**config.mk**
```make
export PLATFORM = sky130hd
export DESIGN_NAME = mandelbrot_escape_time_unit
export DESIGN_NICKNAME = d
export VERILOG_FILES = /design/src/sv/met_pkg.sv /design/src/sv/met_core.sv /design/src/sv/mandelbrot_escape_time_unit.sv
export SDC_FILE = /design/constraint.sdc
export NUM_CORES = 2
export LEC_CHECK = 0
export BUFFER_PORTS_ARGS = -buffer_cell sky130_fd_sc_hd__buf_4
export CAP_MARGIN = 20
export CORE_ASPECT_RATIO = 0.8
export CORE_MARGIN = 2
export CORE_UTILIZATION = 45
export DETAILED_ROUTE_END_ITERATION = 16
export GPL_ROUTABILITY_DRIVEN = 0
export PLACE_DENSITY_LB_ADDON = 0.05
export SYNTH_ARGS = -nofsm -noshare
export SYNTH_HDL_FRONTEND = slang
export SYNTH_SLANG_ARGS = --single-unit
```
**constraint.sdc**
```tcl
create_clock -name i_clk -period 10.9 [get_ports i_clk]
set_input_delay 2.18 -clock i_clk [delete_from_list [all_inputs] [get_ports i_clk]]
set_output_delay 2.18 -clock i_clk [all_outputs]
set_load 0.1 [all_outputs]
```
**src/sv/met_pkg.sv**
```systemverilog
// ----------------------------------------------------------------------------
// met_pkg
// Types shared by the escape-time unit: request and result payloads,
// sequencer states and the core status bundle.
// ----------------------------------------------------------------------------
package met_pkg;

    typedef struct packed {
        logic signed [31:0] c_real;
        logic signed [31:0] c_imag;
    } t_in_req;

    typedef struct packed {
        logic [23:0] grey_colour;
        logic [7:0]  iteration_count;
        logic        escaped;
    } t_out_rsp;

    typedef enum logic [2:0] {
        S_IDLE,
        S_MUL_XX,
        S_MUL_YY,
        S_MUL_XY,
        S_EVAL,
        S_DONE
    } t_state;

    typedef struct packed {
        logic idle;
        logic done;
    } t_core_sts;

    function automatic logic signed [31:0] sat32(input logic signed [63:0] v);
        logic signed [31:0] r;
        if (v[63:31] == {33{1'b0}} || v[63:31] == {33{1'b1}}) begin
            r = v[31:0];
        end else if (v[63]) begin
            r = 32'sh8000_0000;
        end else begin
            r = 32'sh7fff_ffff;
        end
        return r;
    endfunction

endpackage

```
**src/sv/met_core.sv**
```systemverilog
// ----------------------------------------------------------------------------
// met_core
// Sequencer and datapath for z = z*z + c around one shared 32x32 signed
// multiplier: x*x, y*y, x*y in turn, then escape test and update.
// ----------------------------------------------------------------------------
module met_core #(
    parameter int FRAC_BITS = 28
) (
    input  logic                i_clk,
    input  logic                i_rst_n,
    input  logic                i_start,
    input  met_pkg::t_in_req    i_req,
    input  logic [7:0]          i_max_iter,
    input  logic                i_take,
    output met_pkg::t_core_sts  o_sts,
    output met_pkg::t_out_rsp   o_rsp
);
    import met_pkg::*;

    localparam logic [63:0] FOUR = 64'd4 << (2 * FRAC_BITS);

    t_state r_state, n_state;

    logic signed [31:0] r_cr, r_ci;
    logic signed [31:0] r_zr, r_zi;
    logic [7:0]         r_count;
    logic               r_esc;
    logic signed [63:0] r_xx, r_yy, r_xy, r_diff;
    logic [63:0]        r_mag;

    logic signed [31:0] w_mul_a, w_mul_b;
    logic signed [63:0] w_prod;
    logic signed [63:0] w_re_sum, w_im_sum;
    logic               w_escape, w_limit;

    // operand select for the shared multiplier
    always_comb begin
        unique case (r_state)
            S_MUL_XX: begin
                w_mul_a = r_zr;
                w_mul_b = r_zr;
            end
            S_MUL_YY: begin
                w_mul_a = r_zi;
                w_mul_b = r_zi;
            end
            default: begin
                w_mul_a = r_zr;
                w_mul_b = r_zi;
            end
        endcase
    end

    assign w_prod   = 64'(w_mul_a) * 64'(w_mul_b);
    assign w_re_sum = (r_diff >>> FRAC_BITS) + 64'(r_cr);
    assign w_im_sum = (r_xy >>> (FRAC_BITS - 1)) + 64'(r_ci);
    assign w_escape = (r_mag >= FOUR);
    assign w_limit  = (r_count >= i_max_iter);

    always_ff @(posedge i_clk) begin
        if (!i_rst_n) begin
            r_state <= S_IDLE;
        end else begin
            r_state <= n_state;
        end
    end

    always_comb begin
        n_state = r_state;
        unique case (r_state)
            S_IDLE: begin
                if (i_start) begin
                    n_state = S_MUL_XX;
                end
            end
            S_MUL_XX: n_state = S_MUL_YY;
            S_MUL_YY: n_state = S_MUL_XY;
            S_MUL_XY: n_state = S_EVAL;
            S_EVAL: begin
                if (w_escape || w_limit) begin
                    n_state = S_DONE;
                end else begin
                    n_state = S_MUL_XX;
                end
            end
            S_DONE: begin
                if (i_take) begin
                    n_state = S_IDLE;
                end
            end
            default: n_state = S_IDLE;
        endcase
    end

    always_ff @(posedge i_clk) begin
        case (r_state)
            S_IDLE: begin
                if (i_start) begin
                    r_cr    <= i_req.c_real;
                    r_ci    <= i_req.c_imag;
                    r_zr    <= '0;
                    r_zi    <= '0;
                    r_count <= '0;
                    r_esc   <= 1'b0;
                end
            end
            S_MUL_XX: r_xx <= w_prod;
            S_MUL_YY: r_yy <= w_prod;
            S_MUL_XY: begin
                r_xy   <= w_prod;
                r_mag  <= $unsigned(r_xx) + $unsigned(r_yy);
                r_diff <= r_xx - r_yy;
            end
            S_EVAL: begin
                if (w_escape) begin
                    r_esc <= 1'b1;
                end else if (!w_limit) begin
                    r_zr    <= sat32(w_re_sum);
                    r_zi    <= sat32(w_im_sum);
                    r_count <= r_count + 8'd1;
                end
            end
            default: ;
        endcase
    end

    assign o_sts.idle            = (r_state == S_IDLE);
    assign o_sts.done            = (r_state == S_DONE);
    assign o_rsp.grey_colour     = {r_count, r_count, r_count};
    assign o_rsp.iteration_count = r_count;
    assign o_rsp.escaped         = r_esc;

endmodule

```
**src/sv/mandelbrot_escape_time_unit.sv**
```systemverilog
// ----------------------------------------------------------------------------
// mandelbrot_escape_time_unit
// Escape-time iteration for one Q4.28 point per request, with an APB
// register for the iteration limit and a registered result stage.
// ----------------------------------------------------------------------------
// Each iteration runs the shared 32x32 multiplier through three products
// and then one escape test / update step. A new request is taken once the
// previous result has moved into the output register.
module mandelbrot_escape_time_unit #(
    parameter int FRAC_BITS = 28
) (
    input  logic               i_clk,
    input  logic               i_rst_n,
    input  logic               i_in_valid,
    output logic               o_in_ready,
    input  met_pkg::t_in_req   i_in_data,
    output logic               o_out_valid,
    input  logic               i_out_ready,
    output met_pkg::t_out_rsp  o_out_data,
    input  logic               psel,
    input  logic               penable,
    input  logic               pwrite,
    input  logic [2:0]         paddr,
    input  logic [31:0]        pwdata,
    output logic [31:0]        prdata,
    output logic               pready
);
    import met_pkg::*;

    localparam logic REG_MAX_ITER = 1'b0;

    logic [7:0]  r_max_iter;
    logic        r_out_valid;
    t_out_rsp    r_out_data;

    t_core_sts   w_sts;
    t_out_rsp    w_rsp;
    logic        w_start, w_take, w_wr;

    assign pready = 1'b1;
    assign w_wr   = psel && penable && pwrite;
    assign prdata = (paddr[2] == REG_MAX_ITER) ? {24'd0, r_max_iter} : 32'd0;

    always_ff @(posedge i_clk) begin
        if (!i_rst_n) begin
            r_max_iter <= 8'd255;
        end else if (w_wr && paddr[2] == REG_MAX_ITER) begin
            r_max_iter <= pwdata[7:0];
        end
    end

    assign o_in_ready = w_sts.idle;
    assign w_start    = i_in_valid && w_sts.idle;
    assign w_take     = !r_out_valid || i_out_ready;

    met_core #(
        .FRAC_BITS (FRAC_BITS)
    ) u_core (
        .i_clk      (i_clk),
        .i_rst_n    (i_rst_n),
        .i_start    (w_start),
        .i_req      (i_in_data),
        .i_max_iter (r_max_iter),
        .i_take     (w_take),
        .o_sts      (w_sts),
        .o_rsp      (w_rsp)
    );

    always_ff @(posedge i_clk) begin
        if (!i_rst_n) begin
            r_out_valid <= 1'b0;
        end else if (w_sts.done && w_take) begin
            r_out_valid <= 1'b1;
        end else if (i_out_ready) begin
            r_out_valid <= 1'b0;
        end
    end

    always_ff @(posedge i_clk) begin
        if (w_sts.done && w_take) begin
            r_out_data <= w_rsp;
        end
    end

    assign o_out_valid = r_out_valid;
    assign o_out_data  = r_out_data;

    a_busy_after_req: assert property (@(posedge i_clk) disable iff (!i_rst_n)
        i_in_valid && o_in_ready |=> !o_in_ready)
        else $error("request accepted but unit still ready");

    a_inside_at_limit: assert property (@(posedge i_clk) disable iff (!i_rst_n)
        o_out_valid && !o_out_data.escaped |-> o_out_data.iteration_count == r_max_iter)
        else $error("inside result with count other than the limit");

    a_escape_in_range: assert property (@(posedge i_clk) disable iff (!i_rst_n)
        o_out_valid && o_out_data.escaped |->
            o_out_data.iteration_count <= r_max_iter && o_out_data.iteration_count != 8'd0)
        else $error("escape count out of range");

    a_grey_matches: assert property (@(posedge i_clk) disable iff (!i_rst_n)
        o_out_valid |-> o_out_data.grey_colour ==
            {o_out_data.iteration_count, o_out_data.iteration_count,
             o_out_data.iteration_count})
        else $error("grey colour does not match count");

endmodule

```
==> results by group <==
Outcome
  – Status: completed

Yosys
  – Adder-Cell Fraction of Synth Area: 0.468
  – Dominant synthesized flop cell: edfxtp_1
  – Sequential element share of the synthesized area: 0.191
  – Compound-Gate Fraction of Synth Area: 0.0768
  – Simple-gate area share of the yosys netlist: 0.115
  – Post-synthesis mux area share: 0.0237
  – Synthesized area: roughly 57,000 um^2
  – Async S/R FF share, synth: 0
  – Synth Register Bits: around 370
  – Mapped Cells: about 5,800
  – Synth unique cells: 90
  – Synth warn: 0
  – Post-synth EDFFs: ~350
  – Mean Syn Cell Area: between 9 and 10 um^2
  – Largest family of logic cells by synthesized area: adder cells
  – Post-Synth XOR/XNOR Area: 0.0279

Floorplan
  – Die Height: about 320 um
  – Die width: between 400 and 500 um
  – Core ar.: between 100,000 and 150,000 um^2
  – Top-Level Pins: between 150 and 200
  – Initial core utilization: 0.454
  – Floorplan row count: around 120
  – DIE AREA: between 100,000 and 150,000 um^2

Setup path
  – Crit Path Class: reg -> reg
  – CP startpoint: u_core.r_state[0]
  – Critical R2R Launch: u_core.r_state[0]
  – Crit path top cell by count: fa_1
  – Crit-path max cell delay: between 0.8 and 0.9 ns
  – Critical path endpoint category: flip-flop
  – Top delay family on crit path: adder cells
  – Arr. time, crit path: 10.64 ns
  – Critical path launch point type: flip-flop
  – Buf/Inv on CP: 7
  – Crit-path slowest cell: mux2i_4
  – CP required: roughly 11 ns
  – Crit-path max FO: 36

Global route
  – Initial antenna violation count: 6
  – GRT Total Usage: 0.280
  – First-pass GRT wire length: approximately 270,000 um
  – Vias in the first global route: 42,005
  – GR Overflow Total: 0
  – Largest net degree at the start of global routing: 80

STA
  – Final Hold Fails: 0
  – # setup viols final: 0
  – Count of pins over their slew limit: 0
  – Min Tclk post-route: 10.35 ns
  – Tightest Pin Transition: ~1.0 ns
  – Worst Skew: approximately 0.023 ns
  – RSZ-0062 raised after global routing: no
  – Period Utilization, post-route: 0.950
  – Highest clock rate: ~97 MHz
  – Relative slew slack: 0.305
  – Setup TNS: 0 ns

Drt
  – Routed len/inst: approximately 24 um
  – Drt first pass iters: 5
  – Via count: roughly 41,000
  – DRC viols: 0
  – Via density: between 5 and 6
  – Initial DRC count: 3,540
  – Total Wirelength: between 150,000 and 200,000 um
  – Number of routed nets with antenna violations: 0

Clock network
  – TritonCTS clock tree: done
  – Post-CTS sizing: 0
  – Post-CTS Hold Buffers: 0
  – Clock Path Buffers: 3
  – CTS clk-pin slew, worst paths: roughly 0.080 ns
  – Inserted Clock Buffers: 34
  – # Post-CTS Setup Buffers: 0
  – Clk sinks: 365
  – Root Driver: clkbuf_16
  – Htree depth: 2
  – Later-pin clock latency in the skew report: between 0.5 and 0.6 ns

Cells and area
  – P&R area growth vs syn: 7.65%
  – Area occupied by multi-input gates: around 40,000 um^2
  – Share of post-route cells with drive strength above 1: 0.0787
  – Final core occ: 0.489
  – Reg area: between 10,000 and 15,000 um^2
  – Most frequent cells in the layout: 1,138 x inv_1, 1,085 x fa_1, 680 x nor2_1, 612 x nand2_1, 392 x ha_1
  – Commonest non-fill, non-tap cell in the layout: inv_1
  – Fill count: 11,954
  – Final nets: around 7,500
  – Ant diodes: 0

Worst hold path
  – Hold wc startpoint: u_core.r_esc
  – Worst Hold Class: reg -> reg

Place
  – Final HPWL DP: 143,000 um
  – Port bufs: around 120

Job
  – Max-Cap Viols: 0
## layer usage
| layer | vias up | global-route usage | wire length [um] |
|---|---|---|---|
| met1 | 20938 | 0.404 | 79300 |
| met4 | 4 | 0.0730 | 5690 |
| met3 | 251 | 0.0467 | 13200 |
| met2 | 1300 | 0.440 | 79600 |
| li1 | 18226 | - | - |
| met5 | - | 0 | 33 |
## area by class of cell
| type | count | share of cell area |
|---|---|---|
| clock inverters | 18 | 0.00321 |
| inverters | 1145 | 0.0702 |
| multi-input cells | 4060 | 0.667 |
| clock buffers | 41 | 0.0150 |
| flip-flops and latches | 365 | 0.177 |
| well taps | 1652 | 0.0338 |
| repair buffers | 267 | 0.0341 |
## metrics by stage
stage / setup slack (ns) / cells / hold slack (ns) / cell area [um^2]
floorplan: 0.102 / 5847 / 0.400 / 56900
global placement: 0.712 / 7487 / 0.418 / 60100
detailed placement: 0.697 / 7488 / 0.426 / 60100
CTS: 0.614 / 7547 / 0.445 / 61200
global route: 0.167 / 7548 / 0.455 / 61200
finish: 0.550 / 7548 / 0.437 / 61200
## path summary, 6_finish.rpt
check	to	slack (ns)	cells after the start
max	u_core.r_xy[61]	0.55	30
min reg2reg	o_out_data[0]	0.44	0
max reg2reg	u_core.r_xy[61]	0.55	30
min	o_out_data[0]	0.44	0
## sequential cells by signal, summed over array words and instances, names as in the netlist, 9 cells and up
register       flops
u_core.r_cr       32
u_core.r_yy       64
u_core.r_zr       32
o_out_data         9
u_core.r_diff     36
u_core.r_zi       32
u_core.r_xx       64
u_core.r_xy       37
u_core.r_ci       32
## cells by family (layout without fill, tap and decap cells)
kind of cell | count (synthesis) | in the layout
fa+ha+maj | 1477 | 1477
simple gates | 1572 | 1572
other cells | 2 | 25
compound gates | 678 | 678
flops | 365 | 365
mux | 127 | 127
buf+inv | 1422 | 1471
xor+xnor | 181 | 181
## worst register-to-register path, delay by kind of cell (launching register included)
kind	cells	cell delay, ns
buffers and inverters	7	1.30
adder cells (fa/ha/maj)	9	4.30
multiplexers	1	0.92
XOR/XNOR	1	0.27
AO/OA/AOI/OAI	10	2.39
flip-flops	1	0.53
AND/OR/NAND/NOR	2	0.39
## Yosys cell counts, drive strengths merged (23+ instances only)
master     n  area share
a21o      75      0.0099
a21oi    246       0.022
buf       73      0.0083
clkbuf   204       0.013
edfxtp   353        0.19
fa      1085        0.38
ha       392       0.086
inv     1142       0.075
mux2      63       0.012
mux2i     64       0.011
nand2    612       0.040
nand2b    25      0.0028
nand3     42      0.0037
nand4     23      0.0025
nor2     680       0.045
nor2b     25      0.0028
nor3      48      0.0043
nor4      25      0.0028
o21ai    133       0.012
o21bai    32      0.0042
xnor2    113       0.017
xor2      68       0.010
Power is left out: the tool's default activity adds up to more than one toggle a clock period on the data nets, which glitch-free logic cannot reach.
